==> src/rnnc_pkg.sv <==
package rnnc_pkg;

	localparam int W_W        = 16;
	localparam int FRAC_W     = 12;
	localparam int PROD_W     = 2 * W_W;
	localparam int ACC_W      = 36;
	localparam int TV_W       = 14;
	localparam int OFF_W      = 27;
	localparam int DATA_W     = 64;
	localparam int LANE_SEL_W = 2;

	typedef struct packed {
		logic load;
		logic clear_h;
		logic mac;
		logic use_x;
		logic shift_acc;
		logic shift_h;
	} cell_ctl_t;

endpackage

==> src/rnnc_cell.sv <==
module rnnc_cell
	import rnnc_pkg::*;
(
	input  logic                    clk,
	input  logic                    arst_n,
	input  cell_ctl_t               ctl,
	input  logic signed [W_W-1:0]   bias,
	input  logic signed [W_W-1:0]   weight,
	input  logic signed [W_W-1:0]   x,
	input  logic signed [W_W-1:0]   h_next,
	input  logic signed [ACC_W-1:0] acc_next,
	output logic signed [W_W-1:0]   h,
	output logic signed [ACC_W-1:0] acc
);

	logic signed [W_W-1:0]    h_q;
	logic signed [W_W-1:0]    opnd;
	logic signed [PROD_W-1:0] prod;
	logic signed [ACC_W-1:0]  acc_q;

	assign opnd = ctl.use_x ? x : h_q;
	assign prod = PROD_W'(weight) * PROD_W'(opnd);

	always_ff @(posedge clk or negedge arst_n) begin
		if (!arst_n) begin
			h_q <= '0;
		end else if (ctl.load) begin
			if (ctl.clear_h) begin
				h_q <= '0;
			end
		end else if (ctl.mac && !ctl.use_x) begin
			h_q <= h_next;
		end else if (ctl.shift_h) begin
			h_q <= h_next;
		end
	end

	always_ff @(posedge clk) begin
		if (ctl.load) begin
			acc_q <= ACC_W'(bias) <<< FRAC_W;
		end else if (ctl.mac) begin
			acc_q <= acc_q + ACC_W'(prod);
		end else if (ctl.shift_acc) begin
			acc_q <= acc_next;
		end
	end

	assign h   = h_q;
	assign acc = acc_q;

endmodule

==> config.mk <==
export PLATFORM = sky130hd
export DESIGN_NAME = rnnc_cell
export DESIGN_NICKNAME = d
export VERILOG_FILES = /design/src/rnnc_pkg.sv /design/src/rnnc_cell.sv
export SDC_FILE = /design/constraint.sdc
export NUM_CORES = 1
export LEC_CHECK = 0
export BUFFER_PORTS_ARGS = -buffer_cell sky130_fd_sc_hd__buf_2
export CAP_MARGIN = 20
export CORE_ASPECT_RATIO = 1.25
export CORE_MARGIN = 3
export CORE_UTILIZATION = 60
export CTS_CLUSTER_DIAMETER = 80
export DETAILED_ROUTE_END_ITERATION = 12
export HOLD_SLACK_MARGIN = 0.08
export PLACE_DENSITY_LB_ADDON = 0.05
export SYNTH_ARGS = -nofsm -noshare
export SYNTH_HDL_FRONTEND = slang
export SYNTH_SLANG_ARGS = --single-unit
==> constraint.sdc <==
create_clock -name clk -period 7.5 [get_ports clk]
set_clock_uncertainty 0.2 [all_clocks]
set_input_delay 0.75 -clock clk [delete_from_list [all_inputs] [get_ports clk]]
set_output_delay 0.75 -clock clk [all_outputs]
set_load 0.01 [all_outputs]
* Yosys cells after proc, flatten, opt, wreduce, memory -nomap -nowiden
Index checks and enable logic that the tools add are counted.
Operators by class: equality and inequality tests 1, order comparisons 0, shift-type cells 0, reduce and logical (&&, ||, !) cells 6, mux-type cells 8, divide/modulo/power cells 0, $add $sub $neg 1, multiply operators 1, bitwise logic cells 0
Operator list (number):
- two-way mux 36 bit | 3
- two-way mux 16 bit | 5
- adder 36 x 32 -> 36 bit | 1
- multiplier 16 x 16 -> 32 bit | 1
- nonzero test 3 bit | 2
- inequality test 2 bit, second input constant | 1
- AND reduction 2 bit | 1
- nonzero test 2 bit | 1
- logical AND 1 bit | 1
- logical NOT 1 bit | 1
Storage, ports and cells: output and inout bits 52, memories kept 0, latch bits 0, register bits 52, RAM bits 0, memory bits (read-only) 0, input bits 108

* Longest topological paths before layout
Gate-level depths: netlist of the first run.
depth in word-level cells 5, mapped depth 27

* Worst setup path after synthesis of the first run
OpenSTA, ideal clock, no wires.
path kind in2reg, start in ctl[2] in the netlist's numbering, end reg acc_q[33], in the netlist acc[33] (data pin), setup slack -494 ps, cell stages on the path 27, required time 7046 ps, path buffers 4, library setup time 254 ps, arrival time 7540 ps, cells stage by stage clkbuf_1 > clkbuf_1 > mux2_2 > clkbuf_1 > nand2_1 > fa_1 > inv_1 > fa_1 > inv_1 > fa_1 > inv_1 > fa_1 > fa_1 > inv_1 > fa_1 > inv_1 > ha_1 > buf_2 > nand2_1 > a2111oi_2 > nor2_1 > or3_1 > o211a_1 > o31ai_2 > xnor2_1 > a21oi_1 > o21a_1
On the way: cells in the longest elaborated chain, start to end 5
Ends and longest elaborated chain:
- start: declaration | line rnnc_cell.sv:6 | input cell_ctl_t ctl,
- two-way mux 16 bit | line rnnc_cell.sv:21 | assign opnd = ctl.use_x ? x : h_q;
- multiplier 16 x 16 -> 32 bit | line rnnc_cell.sv:22 | assign prod = PROD_W'(weight) * PROD_W'(opnd);
- adder 36 x 32 -> 36 bit | line rnnc_cell.sv:42 | acc_q <= acc_q + ACC_W'(prod);
- two-way mux 36 bit | line rnnc_cell.sv:41 | end else if (ctl.mac) begin
- two-way mux 36 bit | line rnnc_cell.sv:39 | if (ctl.load) begin
- end signal: assignment | line rnnc_cell.sv:40 | acc_q <= ACC_W'(bias) <<< FRAC_W;
- end signal: assignment | line rnnc_cell.sv:42
- end signal: assignment | line rnnc_cell.sv:44 | acc_q <= acc_next;
- end: declaration | line rnnc_cell.sv:19 | logic signed [ACC_W-1:0] acc_q;
No other way between the ends. A chain may end at the register's enable or synchronous reset.

* Final worst setup path of the first run
Ends and elaborated chain as after synthesis.

==> impl_summary.md, run 1 <==
Outcome
The flow ran to the end, and the final reports show no timing, DRC or antenna violations.

Yosys
The sequential-to-total area share from yosys stat is 9.67%. Synthesis inferred 52 register bits. The synthesized design contains 24 enable-type register cells. For this run, the number of Yosys warnings is 0. Dividing the synthesized area by the synthesized cell count gives 9.45 um2. The number of nets in the synthesized netlist is 2019. Among all flip-flop cells after synthesis, the most frequent one is edfxtp_1.

In this run, distinct cell masters in the synthesized netlist total 53. The synthesized design spends more area on one cell type than any other, namely fa_1. After synthesis, the share of flip-flops with an asynchronous set or reset is 30.8%. The netlist area before placement is 14100 um2. After synthesis, the cell types taking the most area are fa_1 (45%), inv_1 (10%), ha_1 (9.5%). Synthesis handed over a netlist of 1490 instances.

The synthesized design devotes to its leading area cell type 44.6% of total area.

Floorplanning
The floorplan has 62 rows. The die is 143 um wide. Pin placement for this block handled 160 I/O pins. The floorplan step defined a core boundary enclosing 23000 um2. The floorplan step defined a die boundary enclosing 25400 um2. The effective utilization at floorplan is 61.1%. The floorplan step set the die height to 177 um.

Setup path
The cell type with the highest occurrence count on the critical path is fa_1. The critical path goes through buf_2 -> buf_12 -> mux2_2 -> and2_1 -> fa_1 -> inv_1 -> fa_1 -> inv_1 -> fa_1 -> fa_1 -> fa_1 -> inv_1 -> fa_1 -> inv_1 -> ha_1 -> o21ai_2 -> a2111oi_2 -> nor2_1 -> or3_1 -> o211a_1 -> o31ai_4 -> xnor2_1 -> a21oi_1 -> o21a_1. The peak per-stage delay on the critical path is 530 ps. For this design, the slowest cell found on the critical path is fa_1. At the worst endpoint, the required time is 7360 ps.

The kind of capture point of the worst setup path is a register. The launching element type of the critical path is an input port. Together, buffers and inverters on the worst path number 6. The category of the critical setup timing path is in2reg. In this run the worst path has a maximum fanout of 11. The arrival time at the worst endpoint is 7120 ps.

The dominant delay contributor by cell family on the critical path is adder cells.

Detailed routing
The violation count after the first detailed-routing iteration is 451. Wires add up to 37300 um. The detailed-route via count is 10.8k. In the routed layout, each cell is associated on average with a via count of 5.45. The first-pass detailed-route iteration total is 5. The post-route antenna net violation count is 0.

The number of remaining DRC errors is 0. After detailed routing, the average wire length per cell comes to 18.9 um.

Clocking
TritonCTS built the clock tree. In this run, post-CTS hold repair placed 0 buffers. The sink count of the clock tree is 52.

The tree is rooted in a clkbuf_16. At the later pin of the worst-skew pair, clock insertion delay measures 300 ps. In this run the number of H-tree levels came out at 2. The worst-case clock buffer depth is 2. After clock tree synthesis, the clock-pin slew on the worst setup and hold paths is 80 ps.

In this run, CTS created clock tree buffers numbering 5.

Placement
The final estimated routing congestion in global placement is 0.913. The post-placement worst setup slack is -69.8 ps. Input and output buffers added on the ports amount to 159.

Once placement completed, the tool counted placed cells totaling 1967. The placed wire-length estimate is 32400 um.

Timing
The portion of the clock cycle consumed by the worst path in the final layout is 96.8%. For the pin with the worst max-slew slack, the measured transition is 624 ps. The worst hold slack across all endpoints is 169 ps. Based on the critical path, the design can be clocked at up to 138 MHz. The total setup violations reported at the end of the flow is 0.

The number of endpoints with negative hold slack in the final report is 0. The worst pin sits at a relative slew slack of 58.4%. Subtracting the final worst setup slack from the clock period gives 7260 ps.

After layout, the worst setup slack is 240 ps. Setup repair after global routing left no endpoint under its margin. The count of pins over their slew limit is 0.

Final layout
The final layout contains 2216 nets. The number of antenna diodes in the final layout is 0. The layout has 1877 filler cells. In the final layout, flip-flops and latches occupy 1360 um2. Relative to the synthesized area, the layout overhead comes to 13.2%.

In the final layout, the share of cells above drive strength 1 is 16.1%. In the final layout, the multi-input gates occupy 11100 um2. For this run, the number of standard cells in the final layout without fillers is 1976. The share of the core filled with cells is 69.2%.

GRT
The first global-routing pass estimated 59400 um of wire. Entering global routing, the biggest net connects 58 pins. Across every metal layer, demand over resource in global routing totals 30.8%. The number of antenna violations at the first check in global routing is 1.

Global routing finished with a remaining overflow of 0. The number of global-route vias before repair is 11.8k.

Flow run
The total of max-cap violations is 0.

Min path
In this run the worst hold path is classified as in2async.
==> cell usage after synthesis (8+ instances only) <==
cell      number
inv_1        390
fa_1         314
nand2_1      132
ha_1         107
nor2b_1       99
clkbuf_1      50
nor2_1        46
a21oi_1       41
and2_1        38
xnor2_1       30
o21ai_0       27
edfxtp_1      24
mux2i_1       23
a211oi_1      19
a22o_1        16
dfrtp_1       16
nand2b_1      14
dfxtp_1       12
a21o_1        11
mux2_2         9
xor2_1         8
==> layer usage <==
| layer | vias up | GRT usage [%] | wire, um |
|---|---|---|---|
| li1 | 4850 | - | - |
| met1 | 5479 | 32.5 | 12200 |
| met2 | 317 | 59.5 | 21500 |
| met3 | 114 | 2.35 | 1120 |
| met4 | 2 | 16.7 | 2400 |
| met5 | - | 0 | 15 |
==> layout by cell type (no fill, tap or decap), types with 2 or more instances in the layout <==
cell type	Yosys	final
o211a_1	2	2
a22oi_1	2	2
nand3_1	5	5
or2_2	2	2
o21ai_0	27	27
or3_1	3	3
buf_2	1	159
mux2_2	9	9
o31ai_1	3	2
o211ai_1	3	3
o21a_1	4	4
xnor2_1	30	30
nor2_1	46	46
a21oi_1	41	41
a21o_1	11	11
inv_1	390	390
and2_1	38	38
mux2i_1	23	23
a211oi_1	19	18
nor2b_1	99	99
ha_1	107	106
dfxtp_1	12	12
nand2_1	132	132
a31oi_1	5	5
dfrtp_1	16	16
edfxtp_1	24	24
fa_1	314	314
buf_12	0	5
a21boi_0	2	2
clkbuf_16	0	5
nor3_1	4	4
nand4_1	3	3
o21ai_1	3	3
o21bai_1	3	3
a22o_1	16	16
nand2b_1	14	14
o22a_1	2	2
xor2_1	8	8
buf_4	0	78
==> logic make-up after synthesis <==
group / share of synthesized area (%)
buffers and inverters: 11.8
adder cells (fa/ha/maj): 54.1
AO/OA/AOI/OAI: 7.24
AND/OR/NAND/NOR: 12.4
XOR/XNOR: 2.36
flip-flops: 9.67
multiplexers: 2.35
==> registers in the layout (all words and copies together) (netlist names) <==
signal	count
h	16
acc	36
==> area by class of cell <==
type	count	share of cell area, %
flip-flops and latches	52	8.54
multi-input cells	995	69.6
clock inverters	3	0.173
clock buffers	5	0.785
inverters	390	9.18
repair buffers	243	9.47
well taps	288	2.26
==> worst reg2reg max path, delay by kind of cell (launching register included) <==
kind | cells | cell delay [ps]
adders and majority gates | 7 | 3270
AOI/OAI and AO/OA | 5 | 1180
and+or+nand+nor | 4 | 810
DFF | 1 | 430
muxes | 1 | 400
buffers and inverters | 4 | 200
xor gates and xnor gates | 1 | 160
==> stage by stage <==
stage	TNS, ps	cell area (um2)
6_report	0	15900
5_1_grt	0	15900
4_1_cts	0	15900
3_5_place_dp	-101	15700
3_3_place_gp	-30.8	15700
2_1_floorplan	0	14100
==> worst paths after layout <==
check | slack, ps | cells after the start | to | start
max in group asynchronous | 6630 | 1 | h[14] | arst_n
hold reg to reg | 340 | 1 | h[6] | h[6]
setup reg to reg | 620 | 22 | acc[33] | h[3]
setup / recovery | 240 | 24 | acc[33] | ctl[2]
hold / removal | 170 | 1 | h[3] | arst_n
min in group clk | 340 | 1 | h[6] | h[6]
==> timing repair <==
action                                  in CTS  in global routing
endpoints found under the setup margin       0                  3
resized for setup                            0                  3
setup buffers                                0                  0
endpoints found under the hold margin        0                  0
Power of run 1 is left out: the tool's default activity adds up to more than one toggle a clock period on the data nets, which glitch-free logic cannot reach.
==> run 2: changes to the inputs <==
- ABC_AREA: not set -> 1
- CORE_MARGIN: 3 -> 2
==> impl_summary.md, run 2 <==
Outcome
Status: finished clean (unchanged).

Yosys
The netlist area before placement is 15100 um2 (was 14100 um2). The number of enable-type register cells in the synthesized netlist is 24 (unchanged). The sequential-to-total area share from yosys stat is 9.02% (was 9.67%). The synthesized netlist net count is 2464 (was 2019). The gate count after technology mapping is 1935 (was 1490). Commonest cells in the netlist: inv_1 (523), nand2_1 (397), fa_1 (314) (was inv_1 (390), fa_1 (314), nand2_1 (132)). The fraction of synthesis flops using an asynchronous set or reset pin is 30.8% (unchanged). The number of warnings reported in the yosys synthesis log was 0 (unchanged). The library cell with the highest instance count after synthesis was inv_1 (unchanged). Cells taking the most area after synthesis: fa_1 (42%), inv_1 (13%), nand2_1 (9.9%) (was fa_1 (45%), inv_1 (10%), ha_1 (9.5%)). The most common flop cell mapped by yosys was edfxtp_1 (unchanged). The count of distinct cell types in the synthesized netlist is 40 (was 53). The leading area contributor after synthesis is fa_1 (unchanged).

The portion of synthesized cell area occupied by the leading cell type came to 41.6% (was 44.6%). The synthesized area divided by synthesized cell count is 7.80 um2 (was 9.45 um2). The post-synthesis sequential element count is 52 (unchanged).

Setup path
The category of the critical setup timing path is in2reg (unchanged). The kind of capture point of the worst setup path is a register (unchanged). The worst-path maximum fanout is 15 (was 11). The data required time of the worst path was 7350 ps (was 7360 ps).

The launching element type of the critical path is an input port (unchanged). The arrival time at the worst endpoint is 6980 ps (was 7120 ps).

Timing
The time the worst path needs with I/O delays and setup is 7130 ps (was 7260 ps). The post-route worst setup slack is 369 ps (was 240 ps). The top achievable clock speed is 140 MHz (was 138 MHz). The total setup violations reported at the end of the flow is 0 (unchanged). The count of pins over their slew limit is 0 (unchanged).

The transition time at the pin with the least slew margin is 955 ps (was 624 ps). The worst slew slack as a fraction of its limit was 36.3% (was 58.4%). The portion of the clock cycle consumed by the worst path in the final layout is 95.1% (was 96.8%).

Unrepaired setup endpoints after global routing: no (unchanged). The number of endpoints with negative hold slack in the final report is 0 (unchanged).

Placement
The number of input and output port buffers inserted is 159 (unchanged). The final estimated routing congestion in global placement came to 0.940 (was 0.913). The post-placement worst setup slack is -2.10 ps (was -69.8 ps).

The placed wire-length estimate came to 38000 um (was 32400 um).

Clocking
The buffer cell driving the clock tree root is clkbuf_16 (unchanged). The clock transition at the register clock pins on the worst setup and hold paths after CTS came to 70 ps (was 80 ps). The number of buffers added by the clock tree synthesis step was 5 (unchanged). The number of buffers added to fix hold violations after cts came to 0 (unchanged). The sink count of the clock tree is 52 (unchanged). The TritonCTS clock tree is done (unchanged). The depth of the CTS H-tree was 2 (unchanged). The buffer count from post-CTS setup fixing is 0 (unchanged).

The worst-case clock buffer depth came to 2 (unchanged). The source-to-sink clock delay at the later pin of the worst-skew pair was 310 ps (was 300 ps).

Flow run
The total of max-cap violations came to 0 (unchanged).

Floorplanning
The floorplan die area was 26500 um2 (was 25400 um2). The width of the chip is 146 um (was 143 um). The height of the die is 181 um (was 177 um).

The effective utilization at floorplan is 61.4% (was 61.1%). The number of placement rows came to 64 (was 62). The core region area came to 24600 um2 (was 23000 um2). The number of placed I/O pins is 160 (unchanged).

Detailed routing
The number of remaining DRC errors is 0 (unchanged). The detailed-route via count is 12.7k (was 10.8k). The violation count after the first detailed-routing iteration is 810 (was 451). The first-pass detailed-route iteration total is 5 (unchanged). The total length of routed wires was 42900 um (was 37300 um). The via-per-instance ratio was 5.22 (was 5.45).

The post-route antenna net violation count is 0 (unchanged). The average wire per cell in the routed design is 17.6 um (was 18.9 um).

Final layout
Commonest non-fill, non-tap cells in the layout: inv_1 (523), nand2_1 (397), fa_1 (312), nor2_1 (235), buf_2 (159) (was inv_1 (390), fa_1 (314), buf_2 (159), nand2_1 (132), ha_1 (106)). The flip-flop count of the largest register after layout is 36 (unchanged). The fraction of final layout cells sized beyond drive strength 1 is 12.9% (was 16.1%). The number of fill cells is 2209 (was 1877). The final net count is 2632 (was 2216).

The commonest non-fill, non-tap cell in the layout is inv_1 (unchanged). The number of diodes was 0 (unchanged). The relative area change from synthesis to final layout is 9.98% (was 13.2%).

Min path
The type of the worst min-delay path is in2async (unchanged).

GRT
The number of antenna violations at the first check in global routing came to 0 (was 1). The largest net degree at the start of global routing is 56 (was 58). The total global routing track utilization came to 34.4% (was 30.8%).

The number of global-route vias before repair is 13.4k (was 11.8k). The first-pass GRT wire length is 70200 um (was 59400 um). The global route total overflow is 0 (unchanged).
-- run 2: cell types whose count changed after synthesis, moves of 18 or more --
cell	change
xnor2_1	-28
nor2b_1	-99
and2_1	-36
nand2_1	+265
nor2_1	+189
mux2i_1	-18
clkbuf_1	-29
nand3_1	+75
inv_1	+133
a211oi_1	-19
-- run 2: routing by layer --
metal	wire length (um)	global-route usage, %	vias to the layer above
met5	0	0	-
met4	2170	13.9	0
met3	2760	4.85	110
met2	20500	58.2	468
met1	17500	44.8	6181
li1	-	-	5945
-- run 2: final timing paths --
check / start / end / slack [ps] / cells after the start
worst max-delay path: ctl[2] / acc[33] / 370 / 26
worst min-delay path: arst_n / h[2] / 150 / 1
worst max register to register: h[12] / acc[33] / 850 / 26
worst min register to register: acc[1] / acc[1] / 320 / 2
max in group asynchronous: arst_n / h[0] / 6670 / 1
min in group clk: acc[1] / acc[1] / 320 / 2
-- run 2: cell type report --
class,instances,area [um2],share of cell area (%)
Tap cell,330,413,2.49
Inverter,538,2020,12.2
Sequential cell,52,1360,8.20
Clock buffer,6,129,0.776
Timing Repair Buffer,205,1140,6.87
Clock inverter,2,15.0,0.0904
Multi-Input combinational cell,1301,11500,69.4
-- run 2: kinds of logic (layout without fill, tap and decap cells) --
family          after synthesis  in the layout  synth area share, %
fa+ha+maj                   421            421                 50.5
xor+xnor                     14             14                0.812
simple gates                770            770                 21.1
mux                           5              5                0.332
buf+inv                     582            751                 14.7
flops                        52             52                 9.02
compound gates               91             91                 3.51
-- run 2: critical path, cell delays in order --
cell	delay (ps)
buf_2	220
inv_2	170
o21ai_1	540
inv_1	410
nand2_1	170
fa_1	530
inv_1	170
fa_1	460
fa_1	510
inv_1	60
fa_1	500
inv_1	50
fa_1	490
inv_1	50
fa_1	470
inv_1	40
ha_1	330
nand2_1	140
nor2_1	180
nand2_1	100
nor3_1	150
nand2_1	100
nand3_1	100
nand3_1	120
nand2_1	100
nand2_1	70
-- run 2: through the flow --
step                hold slack [ps]  util, %  cells  setup TNS, ps  area [um2]
finish                          148     67.5   2434              0       16600
global route                    170     67.5   2434              0       16600
CTS                             146     67.5   2434              0       16600
detailed placement              306     66.9   2426          -2.10       16400
global placement                289     66.9   2426              0       16400
floorplan                       254        -   1935              0       15100
-- run 2: timing repair --
item                                    CTS  global route
resized for setup                         0             3
endpoints found under the hold margin     0             0
endpoints found under the setup margin    0             4
Power of run 2 is left out for the same reason.
